==> config.mk <==
export PLATFORM = sky130hd
export DESIGN_NAME = per_core_task_deque_top
export DESIGN_NICKNAME = d
export VERILOG_FILES = /design/src/ptd_pkg.sv /design/src/ptd_ram.sv /design/src/ptd_ctrl.sv /design/src/ptd_dp.sv /design/src/per_core_task_deque_top.sv
export VERILOG_INCLUDE_DIRS = /design/src /design/src/src
export SDC_FILE = /design/constraint.sdc
export NUM_CORES = 2
export LEC_CHECK = 0
export BUFFER_PORTS_ARGS = -buffer_cell sky130_fd_sc_hd__buf_2
export CAP_MARGIN = 20
export CELL_PAD_IN_SITES_DETAIL_PLACEMENT = 2
export CELL_PAD_IN_SITES_GLOBAL_PLACEMENT = 2
export CORE_MARGIN = 5
export CORE_UTILIZATION = 51
export CTS_CLUSTER_SIZE = 28
export DETAILED_ROUTE_END_ITERATION = 10
export GPL_ROUTABILITY_DRIVEN = 1
export PLACE_DENSITY_LB_ADDON = 0.2
export SLEW_MARGIN = 20
export SYNTH_ARGS = -nofsm -noshare
export SYNTH_HDL_FRONTEND = slang
export SYNTH_SLANG_ARGS = --single-unit
==> constraint.sdc <==
create_clock -name clk -period 37.9 [get_ports clk]
set_input_delay 1.895 -clock clk [delete_from_list [all_inputs] [get_ports clk]]
set_output_delay 1.895 -clock clk [all_outputs]
set_load 0.02 [all_outputs]
==> src/assert_macros.svh <==
// assertion macros shared by the task deque modules
`ifndef ASSERT_MACROS_SVH
`define ASSERT_MACROS_SVH

// property must hold at every clock edge out of reset
`define PTD_ASSERT(lbl, prop, msg) \
  lbl: assert property (@(posedge clk) disable iff (!rst_n) (prop)) else $error(msg);

// condition must never be seen out of reset
`define PTD_NEVER(lbl, cond, msg) \
  lbl: assert property (@(posedge clk) disable iff (!rst_n) !(cond)) else $error(msg);

`endif

==> src/ptd_pkg.sv <==
// shared types and constants for the per-core task deque
package ptd_pkg;

  // default sizes
  localparam int MAX_CORES_DEF = 16;
  localparam int MAX_TASKS_DEF = 256;

  // field widths
  localparam int CORE_COUNT_W = 5;
  localparam int CMD_W        = 2;
  localparam int ID_W         = 8;

  // command codes
  localparam logic [CMD_W-1:0] CMD_PUSH_BACK  = 2'd0;
  localparam logic [CMD_W-1:0] CMD_PUSH_FRONT = 2'd1;
  localparam logic [CMD_W-1:0] CMD_POP_FRONT  = 2'd2;

  // input word
  typedef struct packed {
    logic [CMD_W-1:0] cmd;
    logic [ID_W-1:0]  core_index;
    logic [ID_W-1:0]  task_id;
  } in_word_t;

  // result word
  typedef struct packed {
    logic [ID_W-1:0] popped_task;
    logic            popped_valid;
    logic            queue_empty;
  } out_word_t;

  // controller to datapath commands
  typedef struct packed {
    logic capture;     // latch the accepted word
    logic nil_wr;      // next_link[task] = nil (push back)
    logic back_first;  // push back into an empty queue
    logic link_wr;     // next_link[tail] = task, tail = task
    logic front_wr;    // next_link[task] = head, head = task
    logic pop_rd;      // read next_link[head]
    logic pop_commit;  // head = next, next_link[old head] = nil
    logic load;        // load the output register
  } ptd_cmd_t;

  // datapath to controller status
  typedef struct packed {
    logic is_back;
    logic is_front;
    logic is_pop;
    logic head_valid;
    logic tail_valid;
    logic out_free;
  } ptd_sts_t;

endpackage

==> src/ptd_ram.sv <==
// generic single write port ram with registered read
module ptd_ram #(
  parameter int WIDTH = 9,
  parameter int DEPTH = 256,
  localparam int AW   = (DEPTH > 1) ? $clog2(DEPTH) : 1
) (
  input  logic             clk,
  input  logic             wr_en,
  input  logic [AW-1:0]    wr_addr,
  input  logic [WIDTH-1:0] wr_data,
  input  logic             rd_en,
  input  logic [AW-1:0]    rd_addr,
  output logic [WIDTH-1:0] rd_data
);

  logic [WIDTH-1:0] mem [DEPTH];
  logic [WIDTH-1:0] rd_data_r;

  // write port
  always_ff @(posedge clk) begin
    if (wr_en) begin
      mem[wr_addr] <= wr_data;
    end
  end

  // read port, data held until the next read
  always_ff @(posedge clk) begin
    if (rd_en) begin
      rd_data_r <= mem[rd_addr];
    end
  end

  assign rd_data = rd_data_r;

endmodule

==> src/ptd_ctrl.sv <==
// controller state machine for the per-core task deque
`include "assert_macros.svh"

module ptd_ctrl (
  input  logic              clk,
  input  logic              rst_n,
  input  logic              in_valid,
  output logic              in_ready,
  input  ptd_pkg::ptd_sts_t sts,
  output ptd_pkg::ptd_cmd_t cmd
);
  import ptd_pkg::*;

  typedef enum logic [1:0] {
    S_IDLE,
    S_EXEC,
    S_LINK,
    S_POPW
  } state_t;

  state_t state_r, state_nxt;

  // next state and commands
  always_comb begin
    state_nxt = state_r;
    cmd       = '0;
    in_ready  = 1'b0;
    unique case (state_r)
      S_IDLE: begin
        in_ready = 1'b1;
        if (in_valid) begin
          cmd.capture = 1'b1;
          state_nxt   = S_EXEC;
        end
      end
      S_EXEC: begin
        priority if (sts.is_back) begin
          cmd.nil_wr = 1'b1;
          if (sts.tail_valid) begin
            state_nxt = S_LINK;
          end else if (sts.out_free) begin
            cmd.back_first = 1'b1;
            cmd.load       = 1'b1;
            state_nxt      = S_IDLE;
          end
        end else if (sts.is_front) begin
          if (sts.out_free) begin
            cmd.front_wr = 1'b1;
            cmd.load     = 1'b1;
            state_nxt    = S_IDLE;
          end
        end else if (sts.is_pop && sts.head_valid) begin
          cmd.pop_rd = 1'b1;
          state_nxt  = S_POPW;
        end else begin
          // empty pop or a word that changes nothing
          if (sts.out_free) begin
            cmd.load  = 1'b1;
            state_nxt = S_IDLE;
          end
        end
      end
      S_LINK: begin
        if (sts.out_free) begin
          cmd.link_wr = 1'b1;
          cmd.load    = 1'b1;
          state_nxt   = S_IDLE;
        end
      end
      S_POPW: begin
        if (sts.out_free) begin
          cmd.pop_commit = 1'b1;
          cmd.load       = 1'b1;
          state_nxt      = S_IDLE;
        end
      end
      default: begin
        state_nxt = S_IDLE;
      end
    endcase
  end

  // state register
  always_ff @(posedge clk) begin
    if (!rst_n) begin
      state_r <= S_IDLE;
    end else begin
      state_r <= state_nxt;
    end
  end

  // checks
  `PTD_ASSERT(a_load_into_free_slot, cmd.load |-> sts.out_free, "result loaded over a held word")
  `PTD_ASSERT(a_accept_starts_exec, (in_valid && in_ready) |=> (state_r == S_EXEC),
    "accepted word did not start execution")
  `PTD_NEVER(a_pop_read_needs_head, cmd.pop_rd && !sts.head_valid, "pop read of an empty queue")

endmodule

==> src/ptd_dp.sv <==
// datapath: queue heads and tails, link store and output register
`include "assert_macros.svh"

module ptd_dp #(
  parameter int MAX_CORES = ptd_pkg::MAX_CORES_DEF,
  parameter int MAX_TASKS = ptd_pkg::MAX_TASKS_DEF
) (
  input  logic                              clk,
  input  logic                              rst_n,
  input  ptd_pkg::in_word_t                 in_data,
  input  logic                              cfg_we,
  input  logic [ptd_pkg::CORE_COUNT_W-1:0]  cfg_wdata,
  output logic                              out_valid,
  input  logic                              out_ready,
  output ptd_pkg::out_word_t                out_data,
  input  ptd_pkg::ptd_cmd_t                 cmd,
  output ptd_pkg::ptd_sts_t                 sts
);
  import ptd_pkg::*;

  localparam int LW = $clog2(MAX_TASKS + 1);
  localparam int TW = $clog2(MAX_TASKS);
  localparam int QW = (MAX_CORES > 1) ? $clog2(MAX_CORES) : 1;
  localparam int XW = ID_W + 1;
  localparam logic [LW-1:0] NIL = LW'(MAX_TASKS);

  logic [CORE_COUNT_W-1:0] core_count_r;
  logic [CMD_W-1:0]        op_r;
  logic [QW-1:0]           q_r;
  logic [ID_W-1:0]         tid_r;
  logic                    tid_ok_r;
  logic [LW-1:0]           head_r [MAX_CORES];
  logic [LW-1:0]           tail_r [MAX_CORES];
  logic                    out_valid_r;
  out_word_t               out_r;

  logic [QW-1:0] q_sel;
  logic          tid_ok;
  logic [LW-1:0] head_cur, tail_cur, head_new, tail_new;
  logic [LW-1:0] tid_link, nx_raw, nx;
  logic          ram_we;
  logic [TW-1:0] ram_waddr;
  logic [LW-1:0] ram_wdata;
  out_word_t     res;

  // configuration register
  always_ff @(posedge clk) begin
    if (!rst_n) begin
      core_count_r <= CORE_COUNT_W'(1);
    end else if (cfg_we) begin
      core_count_r <= cfg_wdata;
    end
  end

  // queue select and task range check on the incoming word
  assign q_sel  = ((XW'(in_data.core_index) < XW'(core_count_r)) &&
                   (XW'(in_data.core_index) < XW'(MAX_CORES))) ?
                  QW'(in_data.core_index) : '0;
  assign tid_ok = {{LW{1'b0}}, in_data.task_id} < (LW + ID_W)'(MAX_TASKS);

  // word capture
  always_ff @(posedge clk) begin
    if (!rst_n) begin
      q_r <= '0;
    end else if (cmd.capture) begin
      q_r <= q_sel;
    end
  end

  always_ff @(posedge clk) begin
    if (cmd.capture) begin
      op_r     <= in_data.cmd;
      tid_r    <= in_data.task_id;
      tid_ok_r <= tid_ok;
    end
  end

  assign head_cur = head_r[q_r];
  assign tail_cur = tail_r[q_r];
  assign tid_link = LW'(tid_r);

  // status to the controller
  always_comb begin
    sts            = '0;
    sts.is_back    = (op_r == CMD_PUSH_BACK) && tid_ok_r;
    sts.is_front   = (op_r == CMD_PUSH_FRONT) && tid_ok_r;
    sts.is_pop     = (op_r == CMD_POP_FRONT);
    sts.head_valid = head_cur < NIL;
    sts.tail_valid = tail_cur < NIL;
    sts.out_free   = !out_valid_r || out_ready;
  end

  // link store
  ptd_ram #(
    .WIDTH (LW),
    .DEPTH (MAX_TASKS)
  ) u_link_ram (
    .clk     (clk),
    .wr_en   (ram_we),
    .wr_addr (ram_waddr),
    .wr_data (ram_wdata),
    .rd_en   (cmd.pop_rd),
    .rd_addr (head_cur[TW-1:0]),
    .rd_data (nx_raw)
  );

  // clamp a link beyond nil
  assign nx = (nx_raw > NIL) ? NIL : nx_raw;

  // link write select
  always_comb begin
    ram_we    = 1'b1;
    ram_waddr = TW'(tid_r);
    ram_wdata = NIL;
    priority if (cmd.nil_wr) begin
      ram_waddr = TW'(tid_r);
      ram_wdata = NIL;
    end else if (cmd.link_wr) begin
      ram_waddr = tail_cur[TW-1:0];
      ram_wdata = tid_link;
    end else if (cmd.front_wr) begin
      ram_waddr = TW'(tid_r);
      ram_wdata = head_cur;
    end else if (cmd.pop_commit) begin
      ram_waddr = head_cur[TW-1:0];
      ram_wdata = NIL;
    end else begin
      ram_we = 1'b0;
    end
  end

  // new head and tail of the selected queue
  always_comb begin
    head_new = head_cur;
    tail_new = tail_cur;
    priority if (cmd.back_first) begin
      head_new = tid_link;
      tail_new = tid_link;
    end else if (cmd.link_wr) begin
      tail_new = tid_link;
    end else if (cmd.front_wr) begin
      head_new = tid_link;
      if (tail_cur >= NIL) begin
        tail_new = tid_link;
      end
    end else if (cmd.pop_commit) begin
      head_new = nx;
      if (nx >= NIL) begin
        tail_new = NIL;
      end
    end else begin
      head_new = head_cur;
    end
  end

  // head and tail registers
  always_ff @(posedge clk) begin
    if (!rst_n) begin
      for (int i = 0; i < MAX_CORES; i++) begin
        head_r[i] <= NIL;
        tail_r[i] <= NIL;
      end
    end else begin
      head_r[q_r] <= head_new;
      tail_r[q_r] <= tail_new;
    end
  end

  // result word
  always_comb begin
    res              = '0;
    res.popped_task  = cmd.pop_commit ? ID_W'(head_cur) : '0;
    res.popped_valid = cmd.pop_commit;
    res.queue_empty  = head_new >= NIL;
  end

  // output register
  always_ff @(posedge clk) begin
    if (!rst_n) begin
      out_valid_r <= 1'b0;
    end else if (cmd.load) begin
      out_valid_r <= 1'b1;
    end else if (out_ready) begin
      out_valid_r <= 1'b0;
    end
  end

  always_ff @(posedge clk) begin
    if (cmd.load) begin
      out_r <= res;
    end
  end

  assign out_valid = out_valid_r;
  assign out_data  = out_r;

  // checks
  `PTD_ASSERT(a_head_tail_agree, (head_cur >= NIL) == (tail_cur >= NIL),
    "selected queue has head and tail out of step")
  `PTD_ASSERT(a_head_in_range, head_cur <= NIL, "queue head beyond nil")
  `PTD_NEVER(a_pop_from_empty, cmd.pop_commit && (head_cur >= NIL), "pop committed on empty queue")

endmodule

==> src/per_core_task_deque_top.sv <==
// per-core task deque: one linked task queue per core over a shared link store
//
// Input channel in_valid/in_ready carries one word: cmd (push back, push
// front, pop front), core_index and task_id. Every word gives exactly one
// result word on out_valid/out_ready: popped_task, popped_valid and
// queue_empty for the selected queue after the operation.
// cfg_we/cfg_wdata write core_count; indices not below it or MAX_CORES select queue 0.
// Push front, an empty push back, an empty pop or an unused command load
// the result from the execute state; a push back onto a non-empty queue
// (second link write, link state) and a pop (registered read of the head's
// link from the link ram, pop wait state) load it from a following state.
// A new word is taken the cycle after the result is loaded, and not before.
// The result sits in an output register; the next word is accepted while
// it waits. If the receiver stalls, a finished word holds in its last
// step until the output register frees up.
// Reset empties every queue and sets core_count to 1; the link ram needs
// no clearing, as entries are written before any read.
module per_core_task_deque_top #(
  parameter int MAX_CORES = ptd_pkg::MAX_CORES_DEF,
  parameter int MAX_TASKS = ptd_pkg::MAX_TASKS_DEF
) (
  input  logic                             clk,
  input  logic                             rst_n,
  input  logic                             in_valid,
  output logic                             in_ready,
  input  ptd_pkg::in_word_t                in_data,
  output logic                             out_valid,
  input  logic                             out_ready,
  output ptd_pkg::out_word_t               out_data,
  input  logic                             cfg_we,
  input  logic [ptd_pkg::CORE_COUNT_W-1:0] cfg_wdata
);
  import ptd_pkg::*;

  ptd_cmd_t cmd;
  ptd_sts_t sts;

  // controller
  ptd_ctrl u_ctrl (
    .clk      (clk),
    .rst_n    (rst_n),
    .in_valid (in_valid),
    .in_ready (in_ready),
    .sts      (sts),
    .cmd      (cmd)
  );

  // datapath
  ptd_dp #(
    .MAX_CORES (MAX_CORES),
    .MAX_TASKS (MAX_TASKS)
  ) u_dp (
    .clk       (clk),
    .rst_n     (rst_n),
    .in_data   (in_data),
    .cfg_we    (cfg_we),
    .cfg_wdata (cfg_wdata),
    .out_valid (out_valid),
    .out_ready (out_ready),
    .out_data  (out_data),
    .cmd       (cmd),
    .sts       (sts)
  );

endmodule

# Yosys cells after proc, flatten, opt, wreduce, memory -nomap -nowiden
# Memories as Yosys holds them, arrays and structs flattened. A register that Yosys moved wholly into a read port is not among the register bits.
# Cells that the tools add are included.
word_totals:
  regBits: 32
  mem_bits_rw: 2592
  input_bits: 28
  out_inout_bits: 12
  wordCells: 101
  mem_count: 3
op_classes:
  magnitude_cmp: 8
  eq_ne: 6
  mux: 65
  n_reduce_logical: 10
memory_table:
  columns: ["name", "words", "word_bits", "rd", "rd_clocked_by_memory_dff", "write_ports", "line", "source"]
  rows:
  - ["u_dp.u_link_ram.mem", 256, 9, 1, 1, 1, "ptd_ram.sv:16", "logic [WIDTH-1:0] mem [DEPTH];"]
  - ["u_dp.head_r", 16, 9, 1, 1, 16, "ptd_dp.sv:32", "logic [LW-1:0] head_r [MAX_CORES];"]
  - ["u_dp.tail_r", 16, 9, 1, 1, 16, "ptd_dp.sv:33", "logic [LW-1:0] tail_r [MAX_CORES];"]
ops:
  columns: ["operator", "n"]
  rows:
  - ["$mux W9", 16]
  - ["$mux W8", 4]
  - ["$mux W4", 7]
  - ["$ge A9 B9 Y1 const B", 3]
  - ["$mux W1", 25]
  - ["$mux W2", 11]
  - ["$lt A9 B9 Y1 const B", 2]
  - ["$reduce_or A9 Y1", 2]
  - ["$gt A9 B9 Y1 const B", 1]
  - ["$lt A8 B5 Y1", 1]
  - ["$lt A8 B5 Y1 const B", 1]
  - ["$eq A2 B2 Y1 const B", 3]
  - ["$pmux W2 S3", 1]
  - ["$eq A2 B1 Y1 const B", 2]
  - ["$logic_not A2 Y1", 2]
  - ["$pmux W1 S3", 1]
  - ["$logic_and A1 B1 Y1", 2]
  - ["$ne A2 B2 Y1 const B", 1]
  - ["$reduce_bool A2 Y1", 1]
  - ["$reduce_or A2 Y1", 1]
  - ["$logic_not A1 Y1", 1]
  - ["$logic_or A1 B1 Y1", 1]

# Longest topological paths before layout
depth:
  depth_word: 11
  ltp_mapped: 13
  depth_no_buf: 9

# Cells and area by module
# Synthesis repeated with hierarchy kept, for this count alone.
hier_totals:
  cells_unflattened: 5380
  area_unflattened_um2: 104373.9
modules_own_cells:
  columns: ["module", "instances", "cells_per_inst", "area_per_inst_um2", "seq_area_each_um2"]
  rows:
  - ["ptd_ram", 1, 4237, 89368.2, 69456.6]
  - ["ptd_dp", 1, 1116, 14805.4, 9529.1]
  - ["ptd_ctrl", 1, 27, 200.2, 40.0]

# Least setup slack after synthesis
# OpenSTA, ideal clock, no wires.
synth_path:
  path_type: "input to register"
  startpoint: "input out_ready"
  endpoint: "memory u_dp.u_link_ram.mem[0][0], data pin"
  setup_time_ns: 2.188
  arrival_ns: 12.397
  required_time_ns: 35.712
  slack_ns: 23.314
  cell_stages: 4
  n_path_buf: 0
  cell_sequence: "nor2b_1 nor3_1 nand2_1 o21ai_0"
synth_between:
  elab_chain_cells: 8
  word_cells_on_any_way: 9
  classes_between: "mux: 8; reduce/logical: 1"
synth_lines:
  columns: ["element", "line", "source"]
  rows:
  - ["start: declaration", "per_core_task_deque_top.sv:28", "input logic out_ready,"]
  - ["$logic_or A1 B1 Y1 *", "ptd_dp.sv:90", "sts.out_free = !out_valid_r || out_ready;"]
  - ["$mux W1 *", "ptd_ctrl.sv:47, ptd_ctrl.sv:64", null]
  - ["$mux W1", "ptd_ctrl.sv:46", "end else if (sts.is_front) begin"]
  - ["$mux W2", "ptd_ctrl.sv:37", "priority if (sts.is_back) begin"]
  - ["$mux W2", "ptd_ctrl.sv:28", "unique case (state_r)"]
  - ["$mux W9", "ptd_dp.sv:121", "end else if (cmd.front_wr) begin"]
  - ["$mux W9 *", "ptd_dp.sv:118", "end else if (cmd.link_wr) begin"]
  - ["$mux W9 *", "ptd_dp.sv:115", "priority if (cmd.nil_wr) begin"]
  - ["via u_dp.ram_wdata[0]", "ptd_dp.sv:43", "logic [LW-1:0] ram_wdata;"]
  - ["end: declaration", "ptd_ram.sv:16", null]
# The timed path passes the listed nets; every way through them passes the cells marked *.

==> run metrics <==
Yosys warning count=0; max_cap viols=0; Achievable Freq=128.8 MHz; DP Wirelength=234900 µm; Peak VDD IR=0.05244 mV; Mapped Avg Cell Area=16.07 µm²; routed vias=70110; Post-synth EDFFs=2621; Die W=468.1 µm; GP Congestion=0.8247; WP data arrival=8.37 ns; Leak=42.33 nW; Seq cells post-synth=2637; Setup-failing EPs final=0; GRT Util Overall=0.3951; total congestion overflow=0; nature of the critical path endpoint=register; Slew headroom=-0.01135; run status=finished, violations left; RSZ-0062 raised after global routing=false; placed inst area=110700 µm²; Area Overhead vs Synth=12.12%; share of cells above drive strength 1=0.1318; DR vias/cell=7.201; post-synthesis sequential area ratio=0.7385; CP max stage cell=mux4_4; Clock Skews=0.06465 ns; period utilization=0.2049; drt wl/cell=44.92 µm; number of global-route vias before repair=73570; final-report max-slew violation count=37; Initial Utilization=0.5116; top cell type's share of synthesized area=0.7355; total CTS buffers=298; pwr/cell area=54.72 nW/µm²; buffers added on ports=39; Hold Violations, Final=0; Hold Path Class=register to register; mapped cell area=107000 µm²; critical setup path kind=register to register; I/O pins=40; commonest non-fill, non-tap cell in the layout=edfxtp_1; initial antenna violation count=26; Routed Antenna Nets=0; first-pass GRT wire length=609900 µm; Die Footprint=219100 µm²; Unique masters post-synth=54; # Post-CTS Setup Buffers=0; synthesized instance count=6658; post-CTS sizing=0; Routed Wire Length=437300 µm; Design Area, Final=120000 µm²; crit-path leading delay family=buffers and inverters; clock sink total=2637; top_reg_cell synth=edfxtp_1; most frequent cells in the layout=2621 x edfxtp_1, 1181 x mux2i_1, 505 x nand3_1; fill cell count=17760; CTS tree=yes; Slew @ Worst Pin=1.517 ns; clock transition at the registers of the reported paths=0.07 ns; Die H=468.1 µm; nets=6744; fin crit period=7.766 ns; hold_buf cts=0; setup_tns=0 ns; Root Buffer=clkbuf_16; Max clock buf depth=4; Synth area leaders=edfxtp_1 74%, mux2i_1 11%, nand3_1 2.4%; CP Max Fanout=61; Bufs and invs on worst path=3; row count=168; Async SR Flop Fraction=0; CP Data Required Time=38.51 ns; failing checks=slew limit; worst skew pair latency=0.96 ns; largest net degree at the start of global routing=197; Critical Path Start Type=register; first-pass iteration count of the detailed router=6; Starting DRT DRC Count=10290; peak per-stage delay on the critical path=0.96 ns; cell mode on critical path=buf_4; Synth area leader=edfxtp_1; syn_nets=6690; core area=209200 µm²; crit-path cells=buf_4 > mux4_2 > mux4_4 > a21oi_4 > buf_4 > buf_4 > nand3_1 > nand4_1 > a41oi_1 > o31ai_4 > nand4_1; DRC errors left=0; H-tree Lvls=5; Hold WS=0.5229 ns
==> path summary, 6_finish.rpt <==
| kind | slack (ns) | depth (start not counted) | startpoint | endpoint |
|---|---|---|---|---|
| max reg2reg | 30.13 | 11 | register | u_dp.u_link_ram.rd_data[7] |
| min | 0.52 | 2 | u_dp.core_count_r[2] | u_dp.core_count_r[2] |
| min reg2reg | 0.52 | 2 | u_dp.core_count_r[2] | u_dp.core_count_r[2] |
| max | 30.13 | 11 | register | u_dp.u_link_ram.rd_data[7] |
==> layer usage <==
metal / part of all wire / routed length [µm] / global-route usage / vias to the layer above
li1: - / - / - / 26240
met2: 0.48 / 209900 / 0.6344 / 5507
met5: 0.00012 / 52 / 0 / -
met1: 0.36 / 156300 / 0.4985 / 36840
met3: 0.096 / 41990 / 0.09060 / 1517
met4: 0.066 / 29070 / 0.2241 / 8
==> area by class of cell <==
type                            count  area [µm²]  share of cell area
Antenna cell                       19       47.55           0.0003963
Clock buffer                      376        7993             0.06662
Clock inverter                    124       843.3            0.007029
Inverter                           18       67.56           0.0005632
Multi-Input combinational cell   3522       26520              0.2211
Sequential cell                  2637       79030              0.6588
Tap cell                         2805        3510             0.02925
Timing Repair Buffer              235        1952             0.01627
==> per-stage QoR <==
stage / power, mW / instances / utilization / worst slack [ns]
2_1_floorplan: 3.546 / 6658 / - / 23.31
6_report: 6.565 / 9736 / 0.5736 / 30.13
5_1_grt: 6.702 / 9718 / 0.5734 / 30.19
3_3_place_gp: 3.715 / 9189 / 0.5278 / 29.48
3_5_place_dp: 3.748 / 9205 / 0.5293 / 30.65
4_1_cts: 6.542 / 9705 / 0.5716 / 30.42
==> cell families after synthesis <==
family | Yosys count | share of synthesized area
mux | 1322 | 0.1346
fa+ha+maj | 4 | 0.0004677
compound gates | 569 | 0.03714
buf+inv | 499 | 0.01999
simple gates | 1627 | 0.06929
flops | 2637 | 0.7385
==> power by group <==
group | internal, mW | total (mW) | switching (mW)
Combinational | 0.140 | 0.531 | 0.391
Sequential | 3.19 | 3.19 | 0.00897
Clock | 1.56 | 2.84 | 1.28
==> worst register-to-register path, stage by stage (launching register included) <==
cell	delay [ns]
dfxtp_4	0.69
buf_4	0.65
mux4_2	0.64
mux4_4	0.96
a21oi_4	0.70
buf_4	0.90
buf_4	0.89
nand3_1	0.30
nand4_1	0.26
a41oi_1	0.24
o31ai_4	0.84
nand4_1	0.37
==> flip-flops by register name, summed over array words and instances (netlist names), named ones only <==
name and flops:
u_ctrl.state_r 2, u_dp.core_count_r 5, u_dp.head_r 144, u_dp.op_r 2
u_dp.out_data 10, u_dp.out_valid 1, u_dp.q_r 4, u_dp.tail_r 144
u_dp.tid_r 8, u_dp.u_link_ram.mem 2304, u_dp.u_link_ram.rd_data 9
==> Yosys cell counts (all sizes together) (53+ instances only) <==
cell	count
mux2	53
nand4	153
nand2	307
clkbuf	267
mux2i	1181
buf	214
a22oi	108
nand3	509
a31oi	178
nor2	536
mux4	88
edfxtp	2621
No activity file was read; power rests on OpenSTA's default activity.
